===== src/rtl/bal_pkg.sv =====
// Shared constants, codes and widths for the bounded array list table.
package bal_pkg;

    localparam int CAPACITY = 16;

    localparam int KIND_W   = 2;
    localparam int POS_W    = 4;
    localparam int DATA_W   = 32;
    localparam int STATUS_W = 2;
    localparam int FOUND_W  = 4;
    localparam int LIVE_W   = 5;

    // entry address and live count widths follow from the capacity
    localparam int AW = (CAPACITY > 1) ? $clog2(CAPACITY) : 1;
    localparam int CW = $clog2(CAPACITY + 1);
    // common width for comparing a request position against the count
    localparam int WW = (CW > POS_W) ? CW : POS_W;

    typedef enum logic [KIND_W-1:0] {
        K_SEARCH  = 2'd0,
        K_MODIFY  = 2'd1,
        K_APPEND  = 2'd2,
        K_REPLACE = 2'd3
    } t_kind;

    typedef enum logic [STATUS_W-1:0] {
        ST_OK        = 2'd0,
        ST_NOT_FOUND = 2'd1,
        ST_BAD_INDEX = 2'd2,
        ST_FULL      = 2'd3
    } t_status;

endpackage


===== src/rtl/bal_if.sv =====
// Request and response channel interfaces of the bounded array list table.
interface bal_req_if;
    logic                                 valid;
    logic                                 ready;
    logic        [bal_pkg::KIND_W-1:0]    req_type;
    logic        [bal_pkg::POS_W-1:0]     position;
    logic signed [bal_pkg::DATA_W-1:0]    value;

    modport source (output valid, output req_type, output position, output value,
                    input ready);
    modport sink   (input valid, input req_type, input position, input value,
                    output ready);
endinterface

interface bal_rsp_if;
    logic                                 valid;
    logic                                 ready;
    logic        [bal_pkg::STATUS_W-1:0]  status;
    logic        [bal_pkg::FOUND_W-1:0]   found_index;
    logic signed [bal_pkg::DATA_W-1:0]    old_value;
    logic signed [bal_pkg::DATA_W-1:0]    new_value;
    logic        [bal_pkg::LIVE_W-1:0]    live_count;

    modport source (output valid, output status, output found_index, output old_value,
                    output new_value, output live_count, input ready);
    modport sink   (input valid, input status, input found_index, input old_value,
                    input new_value, input live_count, output ready);
endinterface


===== src/rtl/bounded_array_list_table.sv =====
// Bounded array list table: packed signed list with search, modify, append, replace, remove.
//
// One request is taken at a time; ready is high only while the sequencer is idle, and a
// finished response sits in an output register so the next request can be taken while it
// waits. Entries live in a dual-port memory (one read with registered data and one write
// per cycle) and a single 32-bit equality comparator is reused for every search step.
// Search walks the live entries one per cycle; remove moves one entry per cycle to close
// the gap; modify reads the entry and then writes it, append and replace write it directly.
// Bad index and full requests go straight to the done state. Ready returns in the cycle
// the response goes valid, unless the previous response is still held in the output
// register, which stalls the sequencer until it is taken.
module bounded_array_list_table (
    input  logic      i_clk,
    input  logic      i_rst_n,
    bal_req_if.sink   i_req,
    bal_rsp_if.source o_rsp
);

    localparam int AW = bal_pkg::AW;
    localparam int CW = bal_pkg::CW;
    localparam int WW = bal_pkg::WW;

    typedef enum logic [2:0] {
        S_IDLE,
        S_SEARCH,
        S_MOD_RD,
        S_MOD_WR,
        S_APPEND,
        S_REPLACE,
        S_REMOVE,
        S_DONE
    } t_state;

    t_state                             r_state;
    logic        [bal_pkg::POS_W-1:0]   r_pos;
    logic signed [bal_pkg::DATA_W-1:0]  r_val;
    logic        [CW-1:0]               r_count;
    logic        [CW-1:0]               r_ridx;
    logic        [AW-1:0]               r_cidx;
    logic                               r_rv;
    logic signed [bal_pkg::DATA_W-1:0]  r_rdata;

    bal_pkg::t_status                   r_status;
    logic        [bal_pkg::FOUND_W-1:0] r_found;
    logic signed [bal_pkg::DATA_W-1:0]  r_old;
    logic signed [bal_pkg::DATA_W-1:0]  r_new;

    logic                               r_out_vld;
    bal_pkg::t_status                   r_out_status;
    logic        [bal_pkg::FOUND_W-1:0] r_out_found;
    logic signed [bal_pkg::DATA_W-1:0]  r_out_old;
    logic signed [bal_pkg::DATA_W-1:0]  r_out_new;
    logic        [bal_pkg::LIVE_W-1:0]  r_out_live;

    logic signed [bal_pkg::DATA_W-1:0]  r_mem [bal_pkg::CAPACITY];

    logic                               issue;
    logic                               hit;
    logic                               pos_ok;
    logic        [AW-1:0]               rd_addr;
    logic                               w_en;
    logic        [AW-1:0]               w_addr;
    logic signed [bal_pkg::DATA_W-1:0]  w_data;

    assign i_req.ready = (r_state == S_IDLE);

    assign o_rsp.valid       = r_out_vld;
    assign o_rsp.status      = r_out_status;
    assign o_rsp.found_index = r_out_found;
    assign o_rsp.old_value   = r_out_old;
    assign o_rsp.new_value   = r_out_new;
    assign o_rsp.live_count  = r_out_live;

    assign pos_ok = (WW'(i_req.position) < WW'(r_count));
    // the walk pointer runs one entry ahead of the registered read data
    assign issue  = ((r_state == S_SEARCH) || (r_state == S_REMOVE)) && (r_ridx < r_count);
    assign hit    = r_rv && (r_rdata == r_val);

    always_comb begin
        rd_addr = r_ridx[AW-1:0];
        w_en    = 1'b0;
        w_addr  = AW'(r_pos);
        w_data  = r_val;
        unique case (r_state)
            S_MOD_RD:  rd_addr = AW'(r_pos);
            S_MOD_WR:  w_en = 1'b1;
            S_REPLACE: w_en = 1'b1;
            S_APPEND: begin
                w_en   = 1'b1;
                w_addr = AW'(r_count);
            end
            S_REMOVE: begin
                // entry read last cycle drops down one place
                w_en   = r_rv;
                w_addr = AW'(r_cidx - AW'(1));
                w_data = r_rdata;
            end
            default: ;
        endcase
    end

    always_ff @(posedge i_clk) begin
        if (w_en) begin
            r_mem[w_addr] <= w_data;
        end
        r_rdata <= r_mem[rd_addr];
    end

    always_ff @(posedge i_clk) begin
        if (!i_rst_n) begin
            r_state   <= S_IDLE;
            r_count   <= '0;
            r_rv      <= 1'b0;
            r_out_vld <= 1'b0;
        end else begin
            // in S_DONE the output register is reloaded below instead
            if (r_out_vld && o_rsp.ready && (r_state != S_DONE)) begin
                r_out_vld <= 1'b0;
            end
            r_rv   <= issue;
            r_cidx <= r_ridx[AW-1:0];
            if (issue) begin
                r_ridx <= r_ridx + CW'(1);
            end

            unique case (r_state)
                S_IDLE: begin
                    if (i_req.valid) begin
                        r_pos    <= i_req.position;
                        r_val    <= i_req.value;
                        r_status <= bal_pkg::ST_OK;
                        r_found  <= '0;
                        r_old    <= '0;
                        r_new    <= '0;
                        unique case (bal_pkg::t_kind'(i_req.req_type))
                            bal_pkg::K_SEARCH: begin
                                r_ridx  <= '0;
                                r_state <= S_SEARCH;
                            end
                            bal_pkg::K_MODIFY: begin
                                if (pos_ok) begin
                                    r_state <= S_MOD_RD;
                                end else begin
                                    r_status <= bal_pkg::ST_BAD_INDEX;
                                    r_state  <= S_DONE;
                                end
                            end
                            bal_pkg::K_APPEND: begin
                                if (r_count < CW'(bal_pkg::CAPACITY)) begin
                                    r_state <= S_APPEND;
                                end else begin
                                    r_status <= bal_pkg::ST_FULL;
                                    r_state  <= S_DONE;
                                end
                            end
                            bal_pkg::K_REPLACE: begin
                                if (!pos_ok) begin
                                    r_status <= bal_pkg::ST_BAD_INDEX;
                                    r_state  <= S_DONE;
                                end else if (i_req.value == '0) begin
                                    r_ridx  <= CW'(i_req.position) + CW'(1);
                                    r_state <= S_REMOVE;
                                end else begin
                                    r_state <= S_REPLACE;
                                end
                            end
                            default: r_state <= S_IDLE;
                        endcase
                    end
                end
                S_SEARCH: begin
                    if (hit) begin
                        r_found <= bal_pkg::FOUND_W'(r_cidx);
                        r_state <= S_DONE;
                    end else if (!issue && !r_rv) begin
                        r_status <= bal_pkg::ST_NOT_FOUND;
                        r_state  <= S_DONE;
                    end
                end
                S_MOD_RD: r_state <= S_MOD_WR;
                S_MOD_WR: begin
                    r_old   <= r_rdata;
                    r_new   <= r_val;
                    r_state <= S_DONE;
                end
                S_APPEND: begin
                    r_count <= r_count + CW'(1);
                    r_state <= S_DONE;
                end
                S_REPLACE: r_state <= S_DONE;
                S_REMOVE: begin
                    if (!issue && !r_rv) begin
                        r_count <= r_count - CW'(1);
                        r_state <= S_DONE;
                    end
                end
                S_DONE: begin
                    if (!r_out_vld || o_rsp.ready) begin
                        r_out_vld    <= 1'b1;
                        r_out_status <= r_status;
                        r_out_found  <= r_found;
                        r_out_old    <= r_old;
                        r_out_new    <= r_new;
                        r_out_live   <= bal_pkg::LIVE_W'(r_count);
                        r_state      <= S_IDLE;
                    end
                end
                default: r_state <= S_IDLE;
            endcase
        end
    end

`ifndef SYNTHESIS
    a_count_bound: assert property (@(posedge i_clk) disable iff (!i_rst_n)
        r_count <= CW'(bal_pkg::CAPACITY))
        else $error("live count above capacity");

    a_busy_after_beat: assert property (@(posedge i_clk) disable iff (!i_rst_n)
        (i_req.valid && i_req.ready) |=> !i_req.ready)
        else $error("request taken while sequencer busy");

    a_full_at_capacity: assert property (@(posedge i_clk) disable iff (!i_rst_n)
        (o_rsp.valid && (o_rsp.status == bal_pkg::ST_FULL))
            |-> (o_rsp.live_count == bal_pkg::LIVE_W'(bal_pkg::CAPACITY)))
        else $error("full reported below capacity");

    a_err_no_values: assert property (@(posedge i_clk) disable iff (!i_rst_n)
        (o_rsp.valid && (o_rsp.status != bal_pkg::ST_OK))
            |-> ((o_rsp.old_value == '0) && (o_rsp.new_value == '0)))
        else $error("values reported on failed request");

    a_count_step: assert property (@(posedge i_clk) disable iff (!i_rst_n)
        (r_state != S_IDLE) |=> ((r_count == $past(r_count))
            || (r_count == ($past(r_count) + CW'(1)))
            || (($past(r_count)) == (r_count + CW'(1)))))
        else $error("live count moved by more than one");
`endif

endmodule


===== src/flat_wrapper.sv =====
// flat-port wrapper written by rule: the top's interface ports become plain ports
module bounded_array_list_table_flat 
  (i_clk, i_rst_n, i_req_valid, i_req_req_type, i_req_position, i_req_value, i_req_ready, o_rsp_valid, o_rsp_status, o_rsp_found_index, o_rsp_old_value, o_rsp_new_value, o_rsp_live_count, o_rsp_ready);
  bal_req_if i_req_i ();
  bal_rsp_if o_rsp_i ();
  input  logic i_clk;
  input  logic i_rst_n;
  input wire logic [$bits(i_req_i.valid)-1:0] i_req_valid;
  input wire logic [$bits(i_req_i.req_type)-1:0] i_req_req_type;
  input wire logic [$bits(i_req_i.position)-1:0] i_req_position;
  input wire logic [$bits(i_req_i.value)-1:0] i_req_value;
  output wire logic [$bits(i_req_i.ready)-1:0] i_req_ready;
  output wire logic [$bits(o_rsp_i.valid)-1:0] o_rsp_valid;
  output wire logic [$bits(o_rsp_i.status)-1:0] o_rsp_status;
  output wire logic [$bits(o_rsp_i.found_index)-1:0] o_rsp_found_index;
  output wire logic [$bits(o_rsp_i.old_value)-1:0] o_rsp_old_value;
  output wire logic [$bits(o_rsp_i.new_value)-1:0] o_rsp_new_value;
  output wire logic [$bits(o_rsp_i.live_count)-1:0] o_rsp_live_count;
  input wire logic [$bits(o_rsp_i.ready)-1:0] o_rsp_ready;
  assign i_req_i.valid = i_req_valid;
  assign i_req_i.req_type = i_req_req_type;
  assign i_req_i.position = i_req_position;
  assign i_req_i.value = i_req_value;
  assign i_req_ready = i_req_i.ready;
  assign o_rsp_valid = o_rsp_i.valid;
  assign o_rsp_status = o_rsp_i.status;
  assign o_rsp_found_index = o_rsp_i.found_index;
  assign o_rsp_old_value = o_rsp_i.old_value;
  assign o_rsp_new_value = o_rsp_i.new_value;
  assign o_rsp_live_count = o_rsp_i.live_count;
  assign o_rsp_i.ready = o_rsp_ready;
  bounded_array_list_table u_core (.i_clk(i_clk), .i_rst_n(i_rst_n), .i_req(i_req_i), .o_rsp(o_rsp_i));
endmodule

===== config.mk =====
export PLATFORM = sky130hd
export DESIGN_NAME = bounded_array_list_table_flat
export DESIGN_NICKNAME = d
export VERILOG_FILES = /design/src/rtl/bal_pkg.sv /design/src/rtl/bal_if.sv /design/src/rtl/bounded_array_list_table.sv /design/src/flat_wrapper.sv
export SDC_FILE = /design/constraint.sdc
export NUM_CORES = 1
export LEC_CHECK = 0
export BUFFER_PORTS_ARGS = -buffer_cell sky130_fd_sc_hd__buf_2
export CAP_MARGIN = 0
export CELL_PAD_IN_SITES_DETAIL_PLACEMENT = 1
export CELL_PAD_IN_SITES_GLOBAL_PLACEMENT = 1
export CORE_UTILIZATION = 50
export CTS_BUF_LIST = sky130_fd_sc_hd__clkbuf_8
export CTS_CLUSTER_DIAMETER = 60
export DETAILED_ROUTE_END_ITERATION = 12
export HOLD_SLACK_MARGIN = 0.08
export PLACE_DENSITY = 0.85
export SETUP_SLACK_MARGIN = 0.4
export SKIP_LAST_GASP = 1
export SLEW_MARGIN = 30
export SYNTH_ARGS = -nofsm -noshare
export SYNTH_HDL_FRONTEND = slang
export SYNTH_SLANG_ARGS = --single-unit
export TNS_END_PERCENT = 10

===== constraint.sdc =====
create_clock -name i_clk -period 5.8 [get_ports i_clk]
set_input_delay 0.87 -clock i_clk [delete_from_list [all_inputs] [get_ports i_clk]]
set_output_delay 0.87 -clock i_clk [all_outputs]
set_load 0.02 [all_outputs]

==> impl_metrics.toml <==
[status]
status = "finished clean"

[synthesis]
synth_most_common_cell = "edfxtp_1"
ys_seq_area_frac = 0.753
ys_seq_elements = 744
netlist_top_cells_count = "edfxtp_1 (702), nand2_1 (550), nand3_1 (205)"
synth_compound_area_frac = 0.0339
yosysUniqueCellTypes = 56
synth_area_leaders = "edfxtp_1 (72%), nand2_1 (7.1%), nand3_1 (3.5%), mux2i_1 (3.4%), dfxtp_1 (2.9%)"
synthFlopType = "edfxtp_1"
synth_top_family_by_area = "simple AND/OR/NAND/NOR gates"
synth-xor-area-share = 0.0126
syn_area_um2 = 29100
mappedNetlistNets = 2125
syn_inst = 2065
avgSynthCellArea_um2 = 14.1
synth_top_area_cell = "edfxtp_1"
synthMuxAreaShare = 0.0379
synth_top_area_frac = 0.724
ys_async_sr_fraction = 0
synth_edf_count = 702
yosys.area_share.simple = 0.135
yosys_warnings = 0
synthAdderAreaFrac = 0.00799

[sta]
final-max-slew-violation-count = 0
min_period_ns = 4.23
rsz0062_at_grt = "no"
hold_viol = 0
relSlewSlack = 0.263
fmax_ghz = 0.236
holdWs_ns = 0.304
fin_worst_skew_ns = 0.0670
tns_ns = 0
tightest_slew_ns = 1.09
min_period_over_period = 0.729
final-setup-viol-count = 0

[power]
p_leak_nw = 11.9
irDropWorstVdd_mv = 0.434
power.density_nw_per_um2 = 483
power_w = 0.0159

[global_routing]
grt_pass1_vias = 19900
grt_pass1_wl_mm = 125
grt-ovfl-total = 0
antenna_found_initial = 2
grt_max_degree = 173
grt_usage = 0.286

[cts]
clockRootBuffer = "clkbuf_8"
cts-buffers-inserted = 110
clk_latency_ns = 0.77
cts_tree = "built"
cts-hold-fix-buffers = 0
htreeDepth = 3
cts_resized = 0
cts.sinks = 744
clk_pin_slew_worst_paths_ns = 0.08
cts.path.max_buffers = 3
post_cts_buffers = 0

[critical_path]
reg2reg_depth = 7
crit_buf_inv = 1
crit_slowest_cell = "nor3b_2"
critPathMaxFanout = 172
path_common_cell = "mux2i_1"
reg2reg_to = "u_core.r_rdata[8]"
cp.arrival_ns = 4.83
crit_required_ns = 6.40
worst_setup_path_end_kind = "flop"
critPathMaxStageDelay_ns = 0.88
crit_path_cell_trace = "nor3b_2 > mux2i_4 > buf_12 > mux2i_1 > mux2i_1 > a32oi_1 > o221ai_1"
critPathTopFamily = "multiplexers"
start_kind = "flop"
crit-reg2reg-launch = "u_core.r_state[1]"
crit_type = "flop to flop"
r2r_slack_ns = 1.57

[detailed_routing]
route.top_layer_used = "met4"
drt_iter0_drc = 2491
wirelength_mm = 89.9
first_pass_iters = 5
drc_errors = 0
ant_nets = 0
wl_met1_mm = 33.3
met2_length_mm = 44.0
wire_per_inst_um = 29.1
dr_wl_met3_mm = 8.13
vias = 19200
viasPerCell = 6.20

[placed_design]
placed_cell_area_um2 = 30700
portBuffers = 118
dp_hpwl_mm = 48.4
dp.cells = 2877
gp_congestion = 0.848

[hold_path]
hold_end = "u_core.r_val[8]"
worstHoldPathType = "input port to flop"
worstHoldPathCells = 1
hp-start = "i_req_value[8]"

[cells_and_area]
final_nets = 2288
drive_above_1_share = 0.144
layout.cells.non_filler = 3092
areaGrowthSynthToFinish_pct = 12.9
fin_area_um2 = 32900

[floorplan]
die_h_um = 243
die_x_um = 243
start_util = 0.506
core_um2 = 57600
boundaryPins = 119
die_area_um2 = 59200
rows = 88

[flow_run]
maxCapViolations = 0
-- where the power goes --
group | internal [W] | leakage [nW] | total, W | switching, W
registers | 0.00682 | 6.72 | 0.00733 | 0.000510
clock network | 0.00196 | 1.25 | 0.00414 | 0.00218
logic | 0.00122 | 3.96 | 0.00438 | 0.00316
total | 0.0100 | 11.9 | 0.0159 | 0.00585
-- per-stage QoR --
| stage | util | setup WS (ns) |
|---|---|---|
| after detailed placement | 0.533 | 1.83 |
| after floorplan | - | 1.57 |
| after CTS | 0.569 | 1.74 |
| after global routing | 0.571 | 1.50 |
| after global placement | 0.532 | 2.16 |
| final | 0.571 | 1.57 |
-- worst max path at each step --
stage                            startpoint  cells after the start                  to  slack, ns
after global placement    u_core.r_state[1]                      6  u_core.r_rdata[10]       2.16
final                     u_core.r_state[1]                      7   u_core.r_rdata[8]       1.57
after CTS                 u_core.r_state[1]                      7  u_core.r_rdata[10]       1.74
after global routing      u_core.r_state[1]                      7   u_core.r_rdata[8]       1.50
after floorplan           u_core.r_state[0]                      4     u_core.r_new[0]       1.57
after detailed placement  u_core.r_state[1]                      7  u_core.r_rdata[10]       1.83
-- cells by family after synthesis --
logic type / Yosys count
adders and majority gates: 18
and+or+nand+nor: 901
muxes: 109
buffers and inverters: 120
xor gates and xnor gates: 42
DFF: 744
AOI/OAI and AO/OA: 131
-- per-layer routing --
metal	GRT usage	vias up
met4	0.153	0
met1	0.357	9655
met5	0	-
met3	0.0523	305
li1	-	7911
met2	0.474	1305
-- flip-flops by register name (all words and copies together) (netlist names), 5 cells and up --
signal and flops:
u_core.r_val 32, u_core.o_rsp.new_value 32, u_core.r_ridx 5, u_core.r_old 32, u_core.r_rdata 32, u_core.r_mem 512, u_core.r_new 32, u_core.r_count 5
u_core.o_rsp.old_value 32, u_core.o_rsp.live_count 5
-- cells in the final DEF, fill, tap and decap left out, types with 35 or more instances in the layout --
cell type  count
mux2i_1       99
inv_1         64
buf_2        118
nand2_1      550
clkbuf_8     120
edfxtp_1     702
xor2_1        35
and2_1        71
dfxtp_1       42
nand3_1      205
-- layout make-up --
cell class,instances,area [µm²]
clock buffers,120,1650
flip-flops and latches,744,21900
multi-input cells,1201,6820
clock inverters,88,419
repair buffers,156,1020
inverters,15,56.3
fillers,5518,24700
well taps,765,957
diodes,3,7.51
(Power assumes the default switching activity.)
